## src/hw/rtl/ladsq_pkg.sv

```systemverilog
package ladsq_pkg;

  localparam int unsigned ElemW    = 8;
  localparam int unsigned MaskW    = 10;
  localparam int unsigned DimW     = 9;
  localparam int unsigned CfgDataW = 10;
  localparam int unsigned CfgIdxW  = 2;
  localparam int unsigned CoordW   = 8;
  localparam int unsigned SideW    = 9;
  localparam int unsigned MaxDigit = 9;
  localparam int unsigned MinSide  = 2;

  typedef enum logic [CfgIdxW-1:0] {
    CFG_DIGIT_MASK = 2'd0,
    CFG_NUM_ROWS   = 2'd1,
    CFG_NUM_COLS   = 2'd2
  } cfg_idx_e;

  localparam logic [MaskW-1:0] MaskReset = '0;
  localparam logic [DimW-1:0]  DimReset  = 9'd256;

endpackage

```

## src/hw/rtl/ladsq_elem_if.sv

```systemverilog
interface ladsq_elem_if;
  logic                           valid;
  logic                           ready;
  logic [ladsq_pkg::ElemW-1:0]    element_value;

  modport source (output valid, output element_value, input ready);
  modport sink   (input valid, input element_value, output ready);
endinterface

```

## src/hw/rtl/ladsq_res_if.sv

```systemverilog
interface ladsq_res_if;
  logic                           valid;
  logic                           ready;
  logic                           found;
  logic [ladsq_pkg::CoordW-1:0]   top_row;
  logic [ladsq_pkg::CoordW-1:0]   left_col;
  logic [ladsq_pkg::SideW-1:0]    side;

  modport source (output valid, output found, output top_row, output left_col,
                  output side, input ready);
  modport sink   (input valid, input found, input top_row, input left_col,
                  input side, output ready);
endinterface

```

## src/hw/rtl/ladsq_ram.sv

```systemverilog
module ladsq_ram #(
  parameter int unsigned WIDTH = 9,
  parameter int unsigned DEPTH = 256
) (
  input  logic                     clk_i,
  input  logic                     we_i,
  input  logic [$clog2(DEPTH)-1:0] waddr_i,
  input  logic [WIDTH-1:0]         wdata_i,
  input  logic                     re_i,
  input  logic [$clog2(DEPTH)-1:0] raddr_i,
  output logic [WIDTH-1:0]         rdata_o
);

  logic [WIDTH-1:0] mem_q [DEPTH];
  logic [WIDTH-1:0] rdata_q;

  always_ff @(posedge clk_i) begin
    if (we_i) begin
      mem_q[waddr_i] <= wdata_i;
    end
    if (re_i) begin
      rdata_q <= mem_q[raddr_i];
    end
  end

  assign rdata_o = rdata_q;

endmodule

```

## src/hw/rtl/largest_allowed_digit_square.sv

```systemverilog
// The result for the last element of a matrix is loaded from the element register
// into the result register, and waits while the result channel holds an untaken result.
// Throughput: one element per cycle but for that wait; the line buffer RAM is read
// on accept and a same-column write is forwarded when the matrix is one column wide.
// Reset: rst_ni clears the position, the best square and the handshake state,
// and sets the mask to 0 and both dimensions to 256; the line buffer is not cleared.
module largest_allowed_digit_square #(
  parameter int unsigned MAX_COLS = 256,
  parameter int unsigned MAX_ROWS = 256
) (
  input  logic                               clk_i,
  input  logic                               rst_ni,
  input  logic                               cfg_we_i,
  input  logic [ladsq_pkg::CfgIdxW-1:0]      cfg_idx_i,
  input  logic [ladsq_pkg::CfgDataW-1:0]     cfg_data_i,
  ladsq_elem_if.sink                         elem_i,
  ladsq_res_if.source                        res_o
);

  localparam int unsigned CW   = $clog2(MAX_COLS);
  localparam int unsigned RW   = $clog2(MAX_ROWS);
  localparam int unsigned MaxD = (MAX_ROWS > MAX_COLS) ? MAX_ROWS : MAX_COLS;
  localparam int unsigned SW   = $clog2(MaxD + 1);

  // configuration
  logic [ladsq_pkg::MaskW-1:0] mask_q;
  logic [ladsq_pkg::DimW-1:0]  rows_cfg_q, cols_cfg_q;
  logic                        restart;
  logic [CW:0]                 cols_eff;
  logic [RW:0]                 rows_eff;

  assign restart = cfg_we_i && ((cfg_idx_i == ladsq_pkg::CFG_NUM_ROWS) ||
                                (cfg_idx_i == ladsq_pkg::CFG_NUM_COLS));

  always_ff @(posedge clk_i or negedge rst_ni) begin
    if (!rst_ni) begin
      mask_q     <= ladsq_pkg::MaskReset;
      rows_cfg_q <= ladsq_pkg::DimReset;
      cols_cfg_q <= ladsq_pkg::DimReset;
    end else if (cfg_we_i) begin
      case (cfg_idx_i)
        ladsq_pkg::CFG_DIGIT_MASK: mask_q     <= cfg_data_i[ladsq_pkg::MaskW-1:0];
        ladsq_pkg::CFG_NUM_ROWS:   rows_cfg_q <= cfg_data_i[ladsq_pkg::DimW-1:0];
        ladsq_pkg::CFG_NUM_COLS:   cols_cfg_q <= cfg_data_i[ladsq_pkg::DimW-1:0];
        default: ;
      endcase
    end
  end

  always_comb begin
    if (cols_cfg_q == '0) begin
      cols_eff = (CW+1)'(1);
    end else if (32'(cols_cfg_q) > MAX_COLS) begin
      cols_eff = (CW+1)'(MAX_COLS);
    end else begin
      cols_eff = (CW+1)'(cols_cfg_q);
    end
    if (rows_cfg_q == '0) begin
      rows_eff = (RW+1)'(1);
    end else if (32'(rows_cfg_q) > MAX_ROWS) begin
      rows_eff = (RW+1)'(MAX_ROWS);
    end else begin
      rows_eff = (RW+1)'(rows_cfg_q);
    end
  end

  // handshake
  logic s1_valid_q, s1_last_q, s1_done, out_free, elem_acc;
  logic out_valid_q;

  assign out_free     = !out_valid_q || res_o.ready;
  assign s1_done      = s1_valid_q && (!s1_last_q || out_free);
  assign elem_i.ready = !s1_valid_q || s1_done;
  assign elem_acc     = elem_i.valid && elem_i.ready;

  // position at the accept side
  logic [CW-1:0] col_q;
  logic [RW-1:0] row_q;
  logic          last_col, last_row;

  assign last_col = ({1'b0, col_q} + (CW+1)'(1)) >= cols_eff;
  assign last_row = ({1'b0, row_q} + (RW+1)'(1)) >= rows_eff;

  always_ff @(posedge clk_i or negedge rst_ni) begin
    if (!rst_ni) begin
      col_q <= '0;
      row_q <= '0;
    end else if (restart) begin
      col_q <= '0;
      row_q <= '0;
    end else if (elem_acc) begin
      if (last_col) begin
        col_q <= '0;
        row_q <= last_row ? '0 : row_q + RW'(1);
      end else begin
        col_q <= col_q + CW'(1);
      end
    end
  end

  // element register
  logic [ladsq_pkg::ElemW-1:0] s1_val_q;
  logic [CW-1:0]               s1_col_q;
  logic [RW-1:0]               s1_row_q;
  logic                        byp_q;
  logic [SW-1:0]               fwd_q;
  logic [SW-1:0]               size;
  logic [SW-1:0]               up_rd;

  always_ff @(posedge clk_i or negedge rst_ni) begin
    if (!rst_ni) begin
      s1_valid_q <= 1'b0;
      s1_last_q  <= 1'b0;
      byp_q      <= 1'b0;
    end else if (elem_i.ready) begin
      s1_valid_q <= elem_i.valid;
      s1_last_q  <= last_col && last_row;
      byp_q      <= s1_done && (s1_col_q == col_q);
    end
  end

  always_ff @(posedge clk_i) begin
    if (elem_acc) begin
      s1_val_q <= elem_i.element_value;
      s1_col_q <= col_q;
      s1_row_q <= row_q;
      fwd_q    <= size;
    end
  end

  ladsq_ram #(
    .WIDTH (SW),
    .DEPTH (MAX_COLS)
  ) u_line (
    .clk_i   (clk_i),
    .we_i    (s1_done),
    .waddr_i (s1_col_q),
    .wdata_i (size),
    .re_i    (elem_acc),
    .raddr_i (col_q),
    .rdata_o (up_rd)
  );

  // recurrence
  logic [SW-1:0] left_q, diag_q, up, left, diag, m3;
  logic [SW-1:0] best_side_q, best_side_d;
  logic [RW-1:0] best_row_q, best_row_d;
  logic [CW-1:0] best_col_q, best_col_d;
  logic          qual;
  logic [SW:0]   row_tl, col_tl;

  always_comb begin
    qual = (32'(s1_val_q) <= ladsq_pkg::MaxDigit) &&
           mask_q[s1_val_q[$clog2(ladsq_pkg::MaskW)-1:0]];
    up   = (s1_row_q != '0) ? (byp_q ? fwd_q : up_rd) : '0;
    left = (s1_col_q != '0) ? left_q : '0;
    diag = ((s1_col_q != '0) && (s1_row_q != '0)) ? diag_q : '0;
    m3   = (up < left) ? up : left;
    m3   = (m3 < diag) ? m3 : diag;
    size = qual ? m3 + SW'(1) : '0;

    row_tl = (SW+1)'(s1_row_q) + (SW+1)'(1) - (SW+1)'(size);
    col_tl = (SW+1)'(s1_col_q) + (SW+1)'(1) - (SW+1)'(size);

    best_side_d = best_side_q;
    best_row_d  = best_row_q;
    best_col_d  = best_col_q;
    if ((32'(size) >= ladsq_pkg::MinSide) && (size > best_side_q)) begin
      best_side_d = size;
      best_row_d  = RW'(row_tl);
      best_col_d  = CW'(col_tl);
    end
  end

  always_ff @(posedge clk_i or negedge rst_ni) begin
    if (!rst_ni) begin
      left_q      <= '0;
      diag_q      <= '0;
      best_side_q <= '0;
      best_row_q  <= '0;
      best_col_q  <= '0;
    end else if (restart) begin
      left_q      <= '0;
      diag_q      <= '0;
      best_side_q <= '0;
      best_row_q  <= '0;
      best_col_q  <= '0;
    end else if (s1_done) begin
      left_q <= size;
      diag_q <= up;
      if (s1_last_q) begin
        best_side_q <= '0;
        best_row_q  <= '0;
        best_col_q  <= '0;
      end else begin
        best_side_q <= best_side_d;
        best_row_q  <= best_row_d;
        best_col_q  <= best_col_d;
      end
    end
  end

  // result register
  logic                         found_d;
  logic                         found_q;
  logic [ladsq_pkg::CoordW-1:0] top_row_q, left_col_q;
  logic [ladsq_pkg::SideW-1:0]  side_q;

  assign found_d = 32'(best_side_d) >= ladsq_pkg::MinSide;

  always_ff @(posedge clk_i or negedge rst_ni) begin
    if (!rst_ni) begin
      out_valid_q <= 1'b0;
    end else if (s1_done && s1_last_q) begin
      out_valid_q <= 1'b1;
    end else if (res_o.ready) begin
      out_valid_q <= 1'b0;
    end
  end

  always_ff @(posedge clk_i) begin
    if (s1_done && s1_last_q) begin
      found_q    <= found_d;
      top_row_q  <= found_d ? ladsq_pkg::CoordW'(best_row_d) : '0;
      left_col_q <= found_d ? ladsq_pkg::CoordW'(best_col_d) : '0;
      side_q     <= found_d ? ladsq_pkg::SideW'(best_side_d) : '0;
    end
  end

  assign res_o.valid    = out_valid_q;
  assign res_o.found    = found_q;
  assign res_o.top_row  = top_row_q;
  assign res_o.left_col = left_col_q;
  assign res_o.side     = side_q;

  a_col_in_range: assert property (@(posedge clk_i) disable iff (!rst_ni)
    ({1'b0, col_q} < cols_eff))
    else $error("column position beyond configured width");

  a_last_gives_result: assert property (@(posedge clk_i) disable iff (!rst_ni)
    (s1_done && s1_last_q) |=> res_o.valid)
    else $error("last element did not load a result");

  a_not_found_zero: assert property (@(posedge clk_i) disable iff (!rst_ni)
    (res_o.valid && !res_o.found) |->
      (res_o.side == '0 && res_o.top_row == '0 && res_o.left_col == '0))
    else $error("empty result carries a nonzero square");

endmodule
```

## src/flat_wrapper.sv

```systemverilog
// flat-port wrapper written by rule: the top's interface ports become plain ports
module largest_allowed_digit_square_flat 
#(
  parameter int unsigned MAX_COLS = 256,
  parameter int unsigned MAX_ROWS = 256
)
  (clk_i, rst_ni, cfg_we_i, cfg_idx_i, cfg_data_i, elem_i_valid, elem_i_element_value, elem_i_ready, res_o_valid, res_o_found, res_o_top_row, res_o_left_col, res_o_side, res_o_ready);
  ladsq_elem_if elem_i_i ();
  ladsq_res_if res_o_i ();
  input  logic clk_i;
  input  logic rst_ni;
  input  logic cfg_we_i;
  input  logic [ladsq_pkg::CfgIdxW-1:0] cfg_idx_i;
  input  logic [ladsq_pkg::CfgDataW-1:0] cfg_data_i;
  input wire logic [$bits(elem_i_i.valid)-1:0] elem_i_valid;
  input wire logic [$bits(elem_i_i.element_value)-1:0] elem_i_element_value;
  output wire logic [$bits(elem_i_i.ready)-1:0] elem_i_ready;
  output wire logic [$bits(res_o_i.valid)-1:0] res_o_valid;
  output wire logic [$bits(res_o_i.found)-1:0] res_o_found;
  output wire logic [$bits(res_o_i.top_row)-1:0] res_o_top_row;
  output wire logic [$bits(res_o_i.left_col)-1:0] res_o_left_col;
  output wire logic [$bits(res_o_i.side)-1:0] res_o_side;
  input wire logic [$bits(res_o_i.ready)-1:0] res_o_ready;
  assign elem_i_i.valid = elem_i_valid;
  assign elem_i_i.element_value = elem_i_element_value;
  assign elem_i_ready = elem_i_i.ready;
  assign res_o_valid = res_o_i.valid;
  assign res_o_found = res_o_i.found;
  assign res_o_top_row = res_o_i.top_row;
  assign res_o_left_col = res_o_i.left_col;
  assign res_o_side = res_o_i.side;
  assign res_o_i.ready = res_o_ready;
  largest_allowed_digit_square #(.MAX_COLS(MAX_COLS), .MAX_ROWS(MAX_ROWS)) u_core (.clk_i(clk_i), .rst_ni(rst_ni), .cfg_we_i(cfg_we_i), .cfg_idx_i(cfg_idx_i), .cfg_data_i(cfg_data_i), .elem_i(elem_i_i), .res_o(res_o_i));
endmodule
```

## config.mk

```make
export PLATFORM = sky130hd
export DESIGN_NAME = largest_allowed_digit_square_flat
export DESIGN_NICKNAME = d
export VERILOG_FILES = /design/src/hw/rtl/ladsq_pkg.sv /design/src/hw/rtl/ladsq_elem_if.sv /design/src/hw/rtl/ladsq_res_if.sv /design/src/hw/rtl/ladsq_ram.sv /design/src/hw/rtl/largest_allowed_digit_square.sv /design/src/flat_wrapper.sv
export SDC_FILE = /design/constraint.sdc
export NUM_CORES = 2
export LEC_CHECK = 0
export BUFFER_PORTS_ARGS = -buffer_cell sky130_fd_sc_hd__buf_2
export CAP_MARGIN = 20
export CORE_MARGIN = 2
export CORE_UTILIZATION = 63
export CTS_CLUSTER_DIAMETER = 200
export DETAILED_ROUTE_END_ITERATION = 10
export PLACE_DENSITY = 0.81
export SYNTH_ARGS = -nofsm -noshare
export SYNTH_HDL_FRONTEND = slang
export SYNTH_SLANG_ARGS = --single-unit
```

## constraint.sdc

```tcl
create_clock -name clk_i -period 21.6 [get_ports clk_i]
set_input_delay 1.08 -clock clk_i [delete_from_list [all_inputs] [get_ports clk_i]]
set_output_delay 1.08 -clock clk_i [all_outputs]
set_load 0.005 [all_outputs]
```

== After elaboration in Yosys (flattened, before gate mapping) ==
Memories as Yosys holds them, arrays and structs flattened. A register that Yosys moved wholly into a read port is not among the register bits.
Index checks and enable logic that the tools add are counted.

* Reductions and logical operators: 29
* $lt $le $gt $ge: 11
* $add $sub $neg: 9
* Eq/ne operators: 3
* Multiplexer cells: 40

{| class="wikitable"
|+ Operators with widths
! operator !! number
|-
| $mux W9 || 19
|-
| $mux W8 || 15
|-
| $add A8 B1 Y8 const B || 4
|-
| $add A8 B1 Y9 const B || 2
|-
| $ge A9 B2 Y1 const B || 2
|-
| $ge A9 B9 Y1 || 2
|-
| $gt A9 B9 Y1 const B || 2
|-
| $logic_not A9 Y1 || 2
|-
| $lt A9 B9 Y1 || 2
|-
| $reduce_bool A8 Y1 || 2
|-
| $sub A8 B8 Y8 || 2
|-
| $add A9 B1 Y9 const B || 1
|-
| $gt A9 B9 Y1 || 1
|-
| $logic_and A1 B1 Y1 || 9
|-
| $eq A8 B8 Y1 || 1
|-
| $le A8 B4 Y1 const B || 1
|-
| $reduce_and A2 Y1 || 4
|-
| $reduce_bool A2 Y1 || 4
|-
| $lt A4 B5 Y1 const B || 1
|-
| $mux W1 || 5
|-
| $bmux W1 S4 || 1
|-
| $logic_or A1 B1 Y1 || 4
|-
| $logic_not A1 Y1 || 3
|-
| $eq A2 B1 Y1 const B || 1
|-
| other kinds (2) || 2
|}

* Bits in writable memories: 2304
* Word-level logic and storage cells: 115
* Memories kept: 1
* Register bits after elaboration: 150
* Input port bits: 25
* Output and inout port bits: 28

{| class="wikitable"
|+ Memory list
! memory !! depth !! width !! read ports !! clocked after memory_dff !! wr ports !! RTL line !! RTL
|-
| u_core.u_line.mem_q || 256 || 9 || 1 || 1 || 1 || ladsq_ram.sv:14 || <nowiki>logic [WIDTH-1:0] mem_q [DEPTH];</nowiki>
|}

== Longest topological paths before layout ==
* Depth in word-level cells: 14
* Gate-level depth with buffers: 43
* Mapped depth without buffers: 37

== Cells and area by module ==
A second synthesis with hierarchy kept.

* Cells, all modules: 5076
* Area, all modules: 98221.7 sq um

{| class="wikitable"
|+ By module, submodules not included
! module !! times used !! cells an instance !! area an instance (sq um)
|-
| ladsq_ram || 1 || 4237 || 89368.2
|-
| largest_allowed_digit_square || 1 || 839 || 8853.5
|}

== Worst setup path before layout ==
No wires, ideal clock.

* Kind: reg2reg
* Start: register u_core.s1_col_q[0]
* End: register u_core.side_q (netlist bit u_core.res_o.side[0]), data pin
* Arrival time: 15815 ps
* Cell stages (with the launch flop): 37
* Path slack: 5519 ps
* Period minus slack after synthesis: 16081 ps
* Cell sequence: edfxtp_1 buf_6 or4_4 or2_1 buf_6 clkbuf_1 and2_1 inv_1 ha_1 a21o_1 a21o_1 a21oi_1 o31a_2 buf_2 a21oi_1 or2_2 ha_1 a21oi_1 o21ai_0 a211o_1 o21ai_0 nor3_2 nor2_2 nand2_1 o21ai_0 ha_1 inv_1 a21oi_1 mux2i_1 ha_1 o32a_1 o31ai_1 mux2i_1 nand2_1 nor4_4 buf_6 nor2_2

* Cells in the longest elaborated chain, start to end: 12
* Elaborated cells between the ends (all ways): 15
* Classes of those cells: add/sub: 1; order compare: 5; mux: 6; reduce/logical: 3

{| class="wikitable"
|+ RTL lines
! what !! RTL line !! RTL
|-
| from (decl) || largest_allowed_digit_square.sv:103 || <nowiki>logic [CW-1:0] s1_col_q;</nowiki>
|-
| from (signal assigned) || largest_allowed_digit_square.sv:125 || <nowiki>s1_col_q <= col_q;</nowiki>
|-
| $reduce_bool A8 Y1 (*) || largest_allowed_digit_square.sv:156, largest_allowed_digit_square.sv:157 ||
|-
| $mux W9 || largest_allowed_digit_square.sv:156 || <nowiki>left = (s1_col_q != '0) ? left_q : '0;</nowiki>
|-
| $lt A9 B9 Y1 || largest_allowed_digit_square.sv:158 || <nowiki>m3 = (up < left) ? up : left;</nowiki>
|-
| $mux W9 || largest_allowed_digit_square.sv:158 ||
|-
| $lt A9 B9 Y1 || largest_allowed_digit_square.sv:159 || <nowiki>m3 = (m3 < diag) ? m3 : diag;</nowiki>
|-
| $mux W9 (*) || largest_allowed_digit_square.sv:159 ||
|-
| $add A9 B1 Y9 (*) || largest_allowed_digit_square.sv:160 || <nowiki>size = qual ? m3 + SW'(1) : '0;</nowiki>
|-
| $mux W9 (*) || largest_allowed_digit_square.sv:160 ||
|-
| net u_core.size[8] || largest_allowed_digit_square.sv:107 || <nowiki>logic [SW-1:0] size;</nowiki>
|-
| $ge A9 B2 Y1 / $gt A9 B9 Y1 (equally long branches) || largest_allowed_digit_square.sv:168 || <nowiki>if ((32'(size) >= ladsq_pkg::MinSide) && (size > best_side_q)) begin</nowiki>
|-
| $logic_and A1 B1 Y1 || largest_allowed_digit_square.sv:168 ||
|-
| $mux W9 (*) || largest_allowed_digit_square.sv:168 ||
|-
| $ge A9 B2 Y1 || largest_allowed_digit_square.sv:209 || <nowiki>assign found_d = 32'(best_side_d) >= ladsq_pkg::MinSide;</nowiki>
|-
| to (signal assigned) || largest_allowed_digit_square.sv:226 || <nowiki>side_q <= found_d ? ladsq_pkg::SideW'(best_side_d) : '0;</nowiki>
|-
| to (decl) || largest_allowed_digit_square.sv:207 || <nowiki>logic [ladsq_pkg::SideW-1:0] side_q;</nowiki>
|}

The timed path passes the listed nets; every way through them passes the cells marked *.
A chain may end at the register's enable or synchronous reset.

== Worst setup path in the final report ==
* Start: register u_core.s1_col_q[1]
* End: register u_core.best_col_q[7]

* Cells in the longest elaborated chain, start to end: 14
* Elaborated cells between the ends (all ways): 19
* Classes of those cells: add/sub: 3; order compare: 4; mux: 9; reduce/logical: 3

{| class="wikitable"
|+ RTL lines
! what !! RTL line !! RTL
|-
| $reduce_bool A8 Y1 (*) || largest_allowed_digit_square.sv:156, largest_allowed_digit_square.sv:157 ||
|-
| $mux W9 || largest_allowed_digit_square.sv:156 ||
|-
| $lt A9 B9 Y1 || largest_allowed_digit_square.sv:158 ||
|-
| $mux W9 || largest_allowed_digit_square.sv:158 ||
|-
| $lt A9 B9 Y1 || largest_allowed_digit_square.sv:159 ||
|-
| $mux W9 (*) || largest_allowed_digit_square.sv:159 ||
|-
| $add A9 B1 Y9 (*) || largest_allowed_digit_square.sv:160 ||
|-
| $mux W9 (*) || largest_allowed_digit_square.sv:160 ||
|-
| net u_core.size[2] || largest_allowed_digit_square.sv:107 ||
|-
| $ge A9 B2 Y1 / $gt A9 B9 Y1 (equally long branches) || largest_allowed_digit_square.sv:168 ||
|-
| $logic_and A1 B1 Y1 || largest_allowed_digit_square.sv:168 ||
|-
| $mux W8 (*) || largest_allowed_digit_square.sv:168 ||
|-
| $mux W8 (*) || largest_allowed_digit_square.sv:191 || <nowiki>if (s1_last_q) begin</nowiki>
|-
| $mux W8 (*) || largest_allowed_digit_square.sv:188 || <nowiki>end else if (s1_done) begin</nowiki>
|-
| $mux W8 (*) || largest_allowed_digit_square.sv:182 || <nowiki>end else if (restart) begin</nowiki>
|-
| to (signal assigned) || largest_allowed_digit_square.sv:198 || <nowiki>best_col_q <= best_col_d;</nowiki>
|-
| to (decl) || largest_allowed_digit_square.sv:148 || <nowiki>logic [CW-1:0] best_col_q, best_col_d;</nowiki>
|}

The timed path passes the listed nets; every way through them passes the cells marked *. The select of a mux whose other input is x is not followed.

==> flow_summary.toml <==
[clocking]
clk_pin_slew_ns = 0.07
clock_tree.root_cell = "clkbuf_16"
h-tree-depth = 4
cts_buffer_depth = 3
cts_tree = "yes"
numClockSinks = 2463
clkLatencyLatePin_ns = 0.89
postCtsSetupBuffers = 0
cts-resized-gates = 0
cts_buffers = 227
cts_hold_buf = 0

[worst_setup_path]
slowest_stage = "or4_4"
crit_top_cell = "o21a_1"
startpoint = "u_core.s1_col_q[1]"
path_depth = 36
critPathBufInv = 4
critPathCaptureType = "register"
critPathTopFamily = "compound AO/OA/AOI/OAI gates"
cp.arrival_ns = 12.40
crit_required_ns = 22.38
critical_path.startpoint_type = "register"
worstSetupPathType = "reg2reg"
cp_slowest_stage_delay_ns = 0.87
crit-reg2reg-launch = "u_core.s1_col_q[1]"
crit_fanout = 176
ff2ff_path_depth = 36

[pwr]
peakVddDrop_v = 0.000107
p_switching_mw = 3.17
p_per_area_nw_per_um2 = 107
finalPower_mw = 11.5
leakage_nw = 33.2
seqPwrFrac_pct = 46.3
power.internal_mw = 8.37
combPwrFrac_pct = 18.4
netSwitchingFraction_pct = 27.5
p_clk_share_pct = 35.3

[drt]
drc = 0
firstDrtPassIters = 6
drtIter0Drc = 8258
num_vias = 49900
drt_wl_total_mm = 262
vias_per_cell = 7.26
ant_nets = 0
wire_per_inst_um = 38.1

[flow_run]
drv_cap = 0

[placement]
dp_cells = 6416
hpwl_mm = 134
io_buffers = 52
dpl-instance-area_um2 = 101000
post-place-ws_ns = 9.31
gp_congestion = 0.851

[synth]
async_reset_ff_share_pct = 3.69
synth-main-ff-cell = "edfxtp_1"
synth_area_per_cell_um2 = 21.8
yosys.area.top_type = "edfxtp_1"
synth_cell_types = 81
seq_area_frac_synth_pct = 75.0
yosysTopAreaCellShare_pct = 72.7
synth_seq_cells = 2463
syn_area_um2 = 98000
synthTopCellsByArea = "edfxtp_1 (73%), mux4_2 (18%), dfrtp_1 (2.3%), nor2_1 (1.2%), ha_1 (0.94%)"
yosys_warnings = 0
syn_nets = 4594
syn_inst = 4493
synth_edf_count = 2372

[timing]
finalSetupViolations = 0
tns_ns = 0
finClkSkew_ns = 0.0597
fmaxAchievable_mhz = 86.0
rsz0062_at_grt = "no"
relSlewSlack_pct = 9.42
finalCritPeriodShare_pct = 53.8
slew_violations = 0
finalCriticalPeriod_ns = 11.62
holdWs_ns = 0.0678
layout_setup_ws_ns = 9.98
final_hold_viol_count = 0
worst_pin_slew_ns = 1.36

[global_routing]
grt_pass1_wl_mm = 373
antenna_found_initial = 16
grt_overflow = 0
gr-usage-all-layers_pct = 33.5
grt_pass1_vias = 49900
grt_max_degree = 177

[floorplanning]
die-area_um2 = 159000
fp.dieW_um = 398
initial_core_util_pct = 63.6
io_pins = 53
core_um2 = 154000
die_y_um = 398
rows = 144

[run_status]
status = "complete, no violations"

[layout]
multi_input_area_um2 = 23400
instances_no_fill = 6872
final_area_um2 = 108000
area_growth_pct = 10.5
fill_cells = 8437
finish.utilization_pct = 70.2
drive_above_1_share_pct = 27.9
nNetsFinal = 4722
seq_area_um2 = 73500

[min_path]
hp-class = "in2async"
==> final timing paths <==
| path | end | slack [ns] |
|---|---|---|
| max | u_core.best_col_q[7] | 9.98 |
| min reg2reg | u_core.best_row_q[1] | 0.50 |
| min in group clk_i | u_core.s1_val_q[3] | 0.39 |
| min | u_core.diag_q[0] | 0.07 |
| max reg2reg | u_core.best_col_q[7] | 9.98 |
| max in group asynchronous | u_core.col_q[1] | 20.14 |
==> cells by family (layout without fill, tap and decap cells) <==
kind of cell	Yosys count	in the layout	share of synthesized area (%)
fa+ha+maj	76	76	0.985
mux	831	831	18.3
other cells	0	12	0
buf+inv	290	613	1.17
flops	2463	2463	75.0
simple gates	576	576	2.59
xor+xnor	34	34	0.304
compound gates	223	223	1.64
==> flip-flops by register name, indices dropped and copies added, names as in the netlist <==
name and flops:
u_core.res_o.found 1, u_core.best_side_q 9, u_core.best_row_q 8, u_core.left_q 9, u_core.s1_val_q 8, u_core.s1_valid_q 1, u_core.u_line.mem_q 2304, u_core.res_o.left_col 8
u_core.res_o.side 9, u_core.row_q 8, u_core.rows_cfg_q 9, u_core.fwd_q 9, u_core.best_col_q 8, u_core.u_line.rdata_o 9, u_core.diag_q 9, u_core.byp_q 1
u_core.res_o.top_row 8, u_core.s1_row_q 8, u_core.col_q 8, u_core.s1_col_q 8, u_core.s1_last_q 1, u_core.res_o.valid 1, u_core.mask_q 10, u_core.cols_cfg_q 9
==> area by class of cell <==
| type | count | area share (%) |
|---|---|---|
| Inverter | 47 | 0.198 |
| Multi-Input combinational cell | 1740 | 21.6 |
| Antenna cell | 12 | 0.0277 |
| Tap cell | 2044 | 2.36 |
| Timing Repair Buffer | 142 | 1.02 |
| Sequential cell | 2463 | 67.9 |
| Clock buffer | 283 | 5.51 |
| Clock inverter | 141 | 1.35 |
==> cell usage after synthesis, drive strengths merged (4+ instances only) <==
master	count
o21bai	5
nand2b	6
clkbuf	152
nor2b	12
nor4b	4
buf	91
nor4	9
o21ai	39
mux2i	33
a22o	25
or4	4
a32o	8
a21o	24
nand3	27
dfrtp	89
mux2	31
edfxtp	2372
or2	4
nor3	15
xnor2	24
nor3b	5
o211ai	7
ha	74
nor2	327
mux4	767
nand4	13
o21a	10
xor2	10
a21oi	63
nand2	131
inv	45
and2	6
and3	8
a211oi	7
o31ai	6
==> power by group through the flow <==
stage                     Combinational, mW  Clock [mW]  Sequential [mW]
after floorplan                        1.49           0             5.36
after global placement                 2.00           0             5.43
after detailed placement               2.02           0             5.44
after CTS                              2.08        4.09             5.34
after global routing                   2.20        4.24             5.34
final                                  2.12        4.08             5.34
==> cells in the final DEF, fill, tap and decap left out, types with 11 or more instances in the layout <==
cell type	synthesis	final
nor3_1	12	12
clkbuf_1	152	49
a21o_1	24	24
clkinv_1	2	47
ha_1	74	74
o21ai_0	32	32
clkinv_2	0	50
diode_2	0	12
a22o_1	25	25
mux2i_1	33	32
a21oi_1	60	60
nand3_1	27	21
clkbuf_16	0	228
mux4_2	767	767
bufinv_16	0	21
mux2_2	31	31
inv_1	43	39
buf_4	5	72
xnor2_1	24	24
buf_2	10	52
nor2b_1	12	12
edfxtp_1	2372	2372
dfrtp_1	89	83
nor2_1	315	313
nor2_2	11	11
nand2_1	131	123
nand4_1	12	12
==> routing by layer <==
metal / vias to the layer above / track usage, % / part of all wire (%) / wire length [µm]
li1: 19100 / - / - / -
met1: 26200 / 44.4 / 34 / 88500
met2: 3978 / 54.8 / 50 / 132000
met3: 690 / 7.01 / 11 / 28500
met4: 12 / 14.6 / 5.0 / 13100
met5: - / 0 / 0.032 / 83
==> worst register-to-register path, delay by kind of cell (launching register included) <==
kind | cells | cell delay [ns]
flops | 1 | 0.56
simple gates | 7 | 2.85
fa+ha+maj | 4 | 1.21
compound gates | 21 | 5.64
buf+inv | 4 | 1.27
Power figures use the tool's default switching activity.
